$ cat src/rtl/core/rcfg_pkg.sv
// ----------------------------------------------------------------------------
// Rule conflict-free grouping package
// Shared constants, key mode codes and controller/datapath interface types.
// ----------------------------------------------------------------------------
package rcfg_pkg;

    // Default table sizes.
    localparam int MaxEntriesDef = 256;
    localparam int MaxGroupsDef  = 64;

    // Fixed field widths.
    localparam int AddrW     = 32;
    localparam int PortW     = 16;
    localparam int KeyModeW  = 2;
    localparam int GrpIdxW   = 6;
    localparam int GrpTotW   = 7;
    localparam int ApbAddrW  = 2;
    localparam int ApbDataW  = 32;

    // Clash test selected by the key mode register.
    localparam logic [KeyModeW-1:0] KEY_PAIR = 2'd0;
    localparam logic [KeyModeW-1:0] KEY_SRC  = 2'd1;
    localparam logic [KeyModeW-1:0] KEY_DST  = 2'd2;
    localparam logic [KeyModeW-1:0] KEY_PORT = 2'd3;

    // Item operation codes.
    localparam logic MODE_ASSIGN = 1'b0;
    localparam logic MODE_CLEAR  = 1'b1;

    // Commands from the controller to the datapath.
    typedef struct packed {
        logic load;       // latch a new item and clear the clash marks
        logic clear;      // empty the table and group list
        logic mark_full;  // drop the rule, flag the table as full
        logic rd_en;      // read the next stored entry
        logic step;       // move on to the next group
        logic commit;     // place the rule in the current group
        logic out_load;   // present the result on the output register
    } rcfg_cmd_t;

    // Status from the datapath to the controller.
    typedef struct packed {
        logic is_clear;     // latched item is a clear item
        logic entry_full;   // no entry space left
        logic entry_empty;  // no stored entries to scan
        logic scan_last;    // current read is the last stored entry
        logic grp_end;      // group pointer has passed every open group
        logic grp_fit;      // current group has no clash with the rule
        logic grp_full;     // no room to open another group
        logic out_free;     // output register can take a new item
    } rcfg_status_t;

endpackage

$ cat src/rtl/core/rcfg_ctrl.sv
// ----------------------------------------------------------------------------
// Rule conflict-free grouping controller
// Sequences one item: a clear or a drop, or an entry scan, group search and commit, then the result hand-off.
// ----------------------------------------------------------------------------
module rcfg_ctrl
    import rcfg_pkg::*;
(
    input  logic         aclk,
    input  logic         aresetn,
    input  logic         s_valid,
    output logic         s_ready,
    input  rcfg_status_t status,
    output rcfg_cmd_t    cmd
);

    typedef enum logic [5:0] {
        ST_IDLE   = 6'b000001,
        ST_CHECK  = 6'b000010,
        ST_SCAN   = 6'b000100,
        ST_DRAIN  = 6'b001000,
        ST_SEARCH = 6'b010000,
        ST_DONE   = 6'b100000
    } state_t;

    state_t state_reg;
    state_t state_next;

    // State register.
    always_ff @(posedge aclk) begin
        if (!aresetn) begin
            state_reg <= ST_IDLE;
        end else begin
            state_reg <= state_next;
        end
    end

    // Next state and command decode.
    always_comb begin
        state_next = state_reg;
        cmd        = '0;
        s_ready    = 1'b0;
        case (state_reg)
            ST_IDLE: begin
                s_ready = 1'b1;
                if (s_valid) begin
                    cmd.load   = 1'b1;
                    state_next = ST_CHECK;
                end
            end
            ST_CHECK: begin
                if (status.is_clear) begin
                    cmd.clear  = 1'b1;
                    state_next = ST_DONE;
                end else if (status.entry_full) begin
                    cmd.mark_full = 1'b1;
                    state_next    = ST_DONE;
                end else if (status.entry_empty) begin
                    state_next = ST_SEARCH;
                end else begin
                    state_next = ST_SCAN;
                end
            end
            ST_SCAN: begin
                cmd.rd_en = 1'b1;
                if (status.scan_last) begin
                    state_next = ST_DRAIN;
                end
            end
            ST_DRAIN: begin
                // The last read word updates the clash marks in this cycle.
                state_next = ST_SEARCH;
            end
            ST_SEARCH: begin
                if (status.grp_end) begin
                    if (status.grp_full) begin
                        cmd.mark_full = 1'b1;
                    end else begin
                        cmd.commit = 1'b1;
                    end
                    state_next = ST_DONE;
                end else if (status.grp_fit) begin
                    cmd.commit = 1'b1;
                    state_next = ST_DONE;
                end else begin
                    cmd.step = 1'b1;
                end
            end
            ST_DONE: begin
                if (status.out_free) begin
                    cmd.out_load = 1'b1;
                    state_next   = ST_IDLE;
                end
            end
            default: begin
                state_next = ST_IDLE;
            end
        endcase
    end

endmodule

$ cat config.mk
export PLATFORM = sky130hd
export DESIGN_NAME = rcfg_ctrl
export DESIGN_NICKNAME = d
export VERILOG_FILES = /design/src/rtl/core/rcfg_pkg.sv /design/src/rtl/core/rcfg_ctrl.sv
export SDC_FILE = /design/constraint.sdc
export NUM_CORES = 1
export LEC_CHECK = 0
export ABC_AREA = 1
export BUFFER_PORTS_ARGS = -buffer_cell sky130_fd_sc_hd__buf_2
export CORE_AREA = 2 2 39 41
export CTS_BUF_LIST = sky130_fd_sc_hd__clkbuf_4
export CTS_CLUSTER_SIZE = 25
export DETAILED_ROUTE_END_ITERATION = 12
export DIE_AREA = 0 0 41 43
export GPL_ROUTABILITY_DRIVEN = 0
export SLEW_MARGIN = 40
export SYNTH_ARGS = -nofsm -noshare
export SYNTH_HDL_FRONTEND = slang
export SYNTH_SLANG_ARGS = --single-unit
$ cat constraint.sdc
create_clock -name aclk -period 1.45 [get_ports aclk]
set_input_delay 0.0725 -clock aclk [delete_from_list [all_inputs] [get_ports aclk]]
set_output_delay 0.0725 -clock aclk [all_outputs]
set_load 0.02 [all_outputs]
==> impl_results.md, run 1 <==
* CTS buffer count at 3
* Synth Warn # at 0
* Setup TNS at 0 ns
* Area growth syn-to-layout at 48.6%
* Crit end category: output pin
* Int Power at 316 µW
* Clock Latency Late Sink at 0.24 ns
* DIE AREA at 1760 µm²
* Max FFs per register at 6
* IO buf count at 18
* Seq/Total Area, Yosys at 29.2%
* Worst slack, placed at 0.235 ns
* Share of post-route cells with drive strength above 1 at 40.7%
* Final worst setup slack at 0.104 ns
* Status: complete, no violations
* Final Max Tran Viols at 0
* Gr ovfl total at 0
* Crit path required time at 1.38 ns
* Max Cap Viol at 0
* Pwr/cell area at 736 nW/µm²
* DRT Pass-1 Iters at 3
* F_max at 743 MHz
* Flop pwr share at 40.2%
* Combinational cell fraction of total power at 26.5%
* Die height at 43 µm
* HPWL after DPL at 810 µm
* Clock Skews at 0.00328 ns
* DRT Wirelength at 1030 µm
* Clock share of power at 33.4%
* Initial core utilization at 29.7%
* CTS tree: yes
* Period utilisation layout at 92.9%
* Maximum VDD drop at 466 µV
* Yosys top cell by area: dfxtp_1
* Iteration-0 DRC Markers at 5
* Multi-input gate area at 265 µm²
* Largest net degree at the start of global routing at 8
* Period minus WS final at 1.35 ns
* WL/cell at 9.64 µm
* CP Max Fanout at 5
* I/O Pins at 19
* Row count at 14
* Critical Path AT at 1.27 ns
* Sw frac at 29.7%
* Cells after synthesis at 65
* CTS max path bufs at 2
* DR DRC count at 0
* Crit path launch type: flip-flop
* Final layout net count at 104
* Final setup fails at 0
* Register Area at 121 µm²
* CTS Root Buffer Type: clkbuf_4
* Antenna violations before repair at 0
* Hold Buf Count CTS at 0
* DRT antenna net count at 0
* Share of Yosys cell area claimed by the top area cell type at 29.2%
* Synth top area cells: dfxtp_1, inv_1, nand3_1, nor2_1, nand4_1
* Static leakage power at 0.348 nW
* Least-Margin Pin Slew at 0.229 ns
* Post-Syn Area at 412 µm²
* Total track usage at 13.5%
* P_sw at 134 µW
* Vias/cell at 4.66
* ANT cells at 0
* Crit path kind: reg -> out
* Vias at 499
* H-tree depth at 1
* Die Wd at 41 µm
* RSZ-0062 raised after global routing: yes
* Yosys cell types at 16
* CTS Sinks at 6
* Core outline area at 1380 µm²
* Post-synthesis register bit count at 6
* Avg Cell Area, Syn at 6.33 µm²
* Max_slew headroom at 84.7%
* Worst-path clk slew at 0.05 ns
* Min-delay worst type: in -> reg
* First-pass GRT wire length at 1590 µm
* Final Hold Fails at 0
* Synthesized Nets at 76
* Final design utilization at 44.2%
* Fillers at 168
* Number of global-route vias before repair at 416
## placed cells by master, fill, tap and decap left out
cell type   n
nor2_2      2
o21ai_1     2
nor3b_2     1
nor2_1     10
nand2_1     8
nand3_1     8
nor3_1      1
clkbuf_4    3
inv_1      13
nor2_4      3
nand4_4     1
nand3b_1    1
inv_2       1
buf_2      17
a21oi_1     1
dfxtp_2     1
a21oi_2     1
buf_4       6
dfxtp_1     5
nand3_2     1
nand4_1     5
## worst paths after layout
| path | startpoint | to | slack, ns | cells past startpoint |
|---|---|---|---|---|
| worst min register to register | state_reg[2]$_SDFFE_PN0P_ | state_reg[2]$_SDFFE_PN0P_ | 0.65 | 4 |
| worst max-delay path | state_reg[3]$_SDFFE_PN0P_ | cmd[4] | 0.10 | 6 |
| worst max register to register | state_reg[1]$_SDFFE_PN0P_ | state_reg[5]$_SDFFE_PN0P_ | 0.17 | 7 |
| worst min-delay path | aresetn | state_reg[0]$_SDFFE_PN1P_ | 0.04 | 2 |
## critical path: stages (launching register included)
cell     delay [ns]
dfxtp_1        0.34
nor2_4         0.19
nand4_4        0.14
inv_2          0.09
nand3_1        0.06
o21ai_1        0.07
buf_4          0.15
## cell families after synthesis
family / share of synthesized area, %
simple gates: 52.3
buf+inv: 12.8
flops: 29.2
compound gates: 5.77
## power groups by stage
stage | clock network (mW) | registers, mW | logic, mW
3_5_place_dp | 0 | 0.181 | 0.0978
4_1_cts | 0.160 | 0.180 | 0.100
5_1_grt | 0.173 | 0.181 | 0.134
3_3_place_gp | 0 | 0.181 | 0.0975
6_report | 0.150 | 0.181 | 0.119
2_1_floorplan | 0 | 0.180 | 0.0647
## stage by stage
stage | total power, mW | std cells | hold slack (ns) | cell area [µm²]
after floorplan | 0.245 | 65 | 0.157 | 412
after global placement | 0.278 | 99 | 0.291 | 522
after detailed placement | 0.279 | 99 | 0.293 | 522
after CTS | 0.440 | 102 | 0.0355 | 557
after global routing | 0.487 | 107 | 0.0437 | 612
final | 0.450 | 107 | 0.0427 | 612
## synth_stat cells (all sizes together)
cell type and count:
nand2 8, a21oi 2, nand3 9, nor3 1, nor2 15, o21ai 2
nor3b 1, nand3b 1, dfxtp 6, inv 14, nand4 6
## timing repair
item / in CTS / in global routing
setup buffers: 0 / 5
setup endpoints to repair: 1 / 2
pin swaps: 0 / 3
resized for setup: 3 / 4
cloned: 0 / 0
## per-layer routing
layer  track usage, %  share of wire, %  up-vias  wire [µm]
met4             4.00                 0        0          0
met1             14.4                44      218        454
li1                 -                 -      267          -
met2             21.6                51       14        522
met5                0                 0        -          0
met3             7.85               5.1        0         53
## cell type report
type / count / share of cell area (%)
multi-input cells: 45 / 43.4
clock buffers: 3 / 3.68
repair buffers: 23 / 21.3
inverters: 14 / 8.59
well taps: 16 / 3.27
flip-flops and latches: 6 / 19.8
Note: power is estimated with default switching activity, not from simulation.
==> run 2, diff against run 1 <==
--- a/config.mk
+++ b/config.mk
@@ -6,6 +6,7 @@
 export NUM_CORES = 1
 export LEC_CHECK = 0
 export ABC_AREA = 1
+export ABC_CLOCK_PERIOD_IN_PS = 1200
 export BUFFER_PORTS_ARGS = -buffer_cell sky130_fd_sc_hd__buf_2
 export CORE_AREA = 2 2 39 41
 export CTS_BUF_LIST = sky130_fd_sc_hd__clkbuf_4
==> constraint.sdc (replaced) <==
create_clock -name aclk -period 1.2 [get_ports aclk]
set_input_delay 0.06 -clock aclk [delete_from_list [all_inputs] [get_ports aclk]]
set_output_delay 0.06 -clock aclk [all_outputs]
set_load 0.02 [all_outputs]
==> run 2 against run 1 <==
The flow now finishes with violations (negative setup slack). Non-clock buffer count is 3 higher. Sequential cell count stayed put. Clock power is 20% higher. Die area stayed put. First-iteration DRC count is 60% lower. Routed wire length is 21% higher. Global-route usage is 2.6 points higher. Combinational power is 26% higher. Register-to-register slack worse by 0.33 ns. Clock skew is 0.0021 ns higher. Core utilization is 7.2 points higher. Largest cell class unchanged. Highest routed layer is now met4.
==> impl_results.md, run 2 (synthesis results as in run 1) <==
* F_max at 737 MHz
* HPWL after DPL at 852 µm (was 810 µm)
* DRT Pass-1 Iters at 2 (was 3)
* Gr ovfl total at 0 (unchanged)
* DIE AREA at 1760 µm² (unchanged)
* IO buf count at 18 (unchanged)
* CTS Root Buffer Type: clkbuf_4 (unchanged)
* CP Max Fanout at 4 (was 5)
* Critical path's top delay family: simple AND/OR/NAND/NOR gates (unchanged)
* Max Cap Viol at 0 (unchanged)
* Total track usage at 16.1% (was 13.5%)
* Commonest non-fill, non-tap cells in the layout: inv_1, buf_2, buf_4, nor2_1 (was buf_2, inv_1, nor2_1, nand3_1, nand2_1)
* DRT Wirelength at 1250 µm (was 1030 µm)
* Final worst setup slack at -0.156 ns (was 0.104 ns)
* Share of post-route cells with drive strength above 1 at 54.3% (was 40.7%)
* CTS tree: yes (unchanged)
* Clock Skews at 0.00538 ns (was 0.00328 ns)
* Number of global-route vias before repair at 491 (was 416)
* Crit path top cell by count: nor2_4
* Crit path kind: reg -> reg (was reg -> out)
* Max_slew headroom at 83.5% (was 84.7%)
* Row count at 14 (unchanged)
* Slowest stage cell, crit path: dfxtp_2 (was dfxtp_1)
* Final layout net count at 107 (was 104)
* Period utilisation layout at 113%
* Commonest non-fill, non-tap cell in the layout: inv_1 (was buf_2)
* Final setup fails at 10 (was 0)
* Hold Path Origin: aresetn (unchanged)
* Clock Latency Late Sink at 0.24 ns (about the same)
* Static leakage power at 0.374 nW (was 0.348 nW)
* CP bufs+invs at 2 (unchanged)
* Die Wd at 41 µm (unchanged)
* Crit end category: flip-flop (was output pin)
* I/O Pins at 19 (unchanged)
* CTS Sinks at 6 (unchanged)
* H-tree depth at 1 (unchanged)
* ANT cells at 0 (unchanged)
* Area growth syn-to-layout at 72.9% (was 48.6%)
* Worst-path clk slew at 0.04 ns (was 0.05 ns)
* Least-Margin Pin Slew at 0.248 ns (was 0.229 ns)
* Iteration-0 DRC Markers at 2 (was 5)
* Min-delay worst type: in -> reg (unchanged)
* Reg-to-Reg Start: state_reg[3]$_SDFFE_PN0P_ (was state_reg[1]$_SDFFE_PN0P_)
* Final design utilization at 51.4% (was 44.2%)
* Crit path required time at 1.33 ns (was 1.38 ns)
* Status: finished, violations left (was complete, no violations)
* Pwr/cell area at 772 nW/µm² (was 736 nW/µm²)
* First-pass GRT wire length at 1880 µm (was 1590 µm)
* RSZ-0062 raised after global routing: yes (unchanged)
* Max FFs per register at 6 (unchanged)
* Core outline area at 1380 µm² (unchanged)
* Vias at 526 (was 499)
* Maximum VDD drop at 494 µV (was 466 µV)
* Crit path launch type: flip-flop (unchanged)
* Die height at 43 µm (unchanged)
* Worst setup path start: state_reg[3]$_SDFFE_PN0P_ (unchanged)
* Worst path cell trace: nor2_4, buf_6, nand4_1, buf_4, nand2_4, nor2_4, nand2_1, nand3_1 (was nor2_4, nand4_4, inv_2, nand3_1, o21ai_1, buf_4)
* Period minus WS final at 1.36 ns
* Longest individual stage delay on the worst path at 0.32 ns (was 0.34 ns)
* Final Max Tran Viols at 0 (unchanged)
* Initial core utilization at 29.7% (unchanged)
* CTS max path bufs at 2 (unchanged)
* Failing checks: negative setup slack
* CTS buffer count at 3 (unchanged)
* Tot Pwr at 550 µW (was 450 µW)
* Largest net degree at the start of global routing at 8 (unchanged)
* Critical Path AT at 1.49 ns (was 1.27 ns)
* Antenna violations before repair at 0 (unchanged)
* Final Hold Fails at 0 (unchanged)
* DRT antenna net count at 0 (unchanged)
* WL/cell at 11.4 µm (was 9.64 µm)
* DR DRC count at 0 (unchanged)
* Vias/cell at 4.78 (was 4.66)
[run 2: changes by cell type in the layout (fill, tap and decap cells not counted), sizes merged]
cell and change:
buf +3
[run 2: per-layer routing]
metal	wire length [µm]	vias up	share of wire, %	track usage (%)
met4	34	0	2.7	12.0
met5	0	-	0	0
met1	508	227	41	18.4
li1	-	276	-	-
met3	64	5	5.1	1.57
met2	643	18	51	25.6
[run 2: cell type report]
cell class / count / area (µm²)
fillers: 143 / 672
multi-input cells: 45 / 299
clock buffers: 3 / 22.5
well taps: 16 / 20.0
inverters: 14 / 52.6
repair buffers: 26 / 193
flip-flops and latches: 6 / 125
[run 2: power by group]
part | internal (mW) | leakage [nW] | switching, mW
Sequential | 0.209 | 0.0509 | 0.0110
Clock | 0.113 | 0.0138 | 0.0673
Combinational | 0.0616 | 0.309 | 0.0886
[run 2: worst paths after layout]
check | to | slack (ns) | cells after the start
hold / removal | state_reg[0]$_SDFFE_PN1P_ | 0.02 | 2
setup / recovery | state_reg[0]$_SDFFE_PN1P_ | -0.16 | 8
setup reg to reg | state_reg[0]$_SDFFE_PN1P_ | -0.16 | 8
hold reg to reg | state_reg[1]$_SDFFE_PN0P_ | 0.63 | 3
[run 2: what timing repair did]
item	in CTS	in global routing
hold buffers	0	0
gates resized for setup	22	10
pin swaps	4	0
endpoints found under the hold margin	0	0
setup buffers	8	0
endpoints found under the setup margin	8	13
[run 2: per-stage QoR]
stage | hold WS, ns | cell area [µm²] | setup WS, ns | setup TNS (ns) | std cells
after floorplan | 0.144 | 417 | 0.102 | 0 | 65
after global placement | 0.275 | 527 | 0.0228 | 0 | 99
after detailed placement | 0.276 | 527 | 0.00755 | 0 | 99
after CTS | 0.0204 | 683 | -0.132 | -0.964 | 110
after global routing | 0.0336 | 712 | -0.208 | -1.89 | 110
final | 0.0249 | 712 | -0.156 | -1.11 | 110
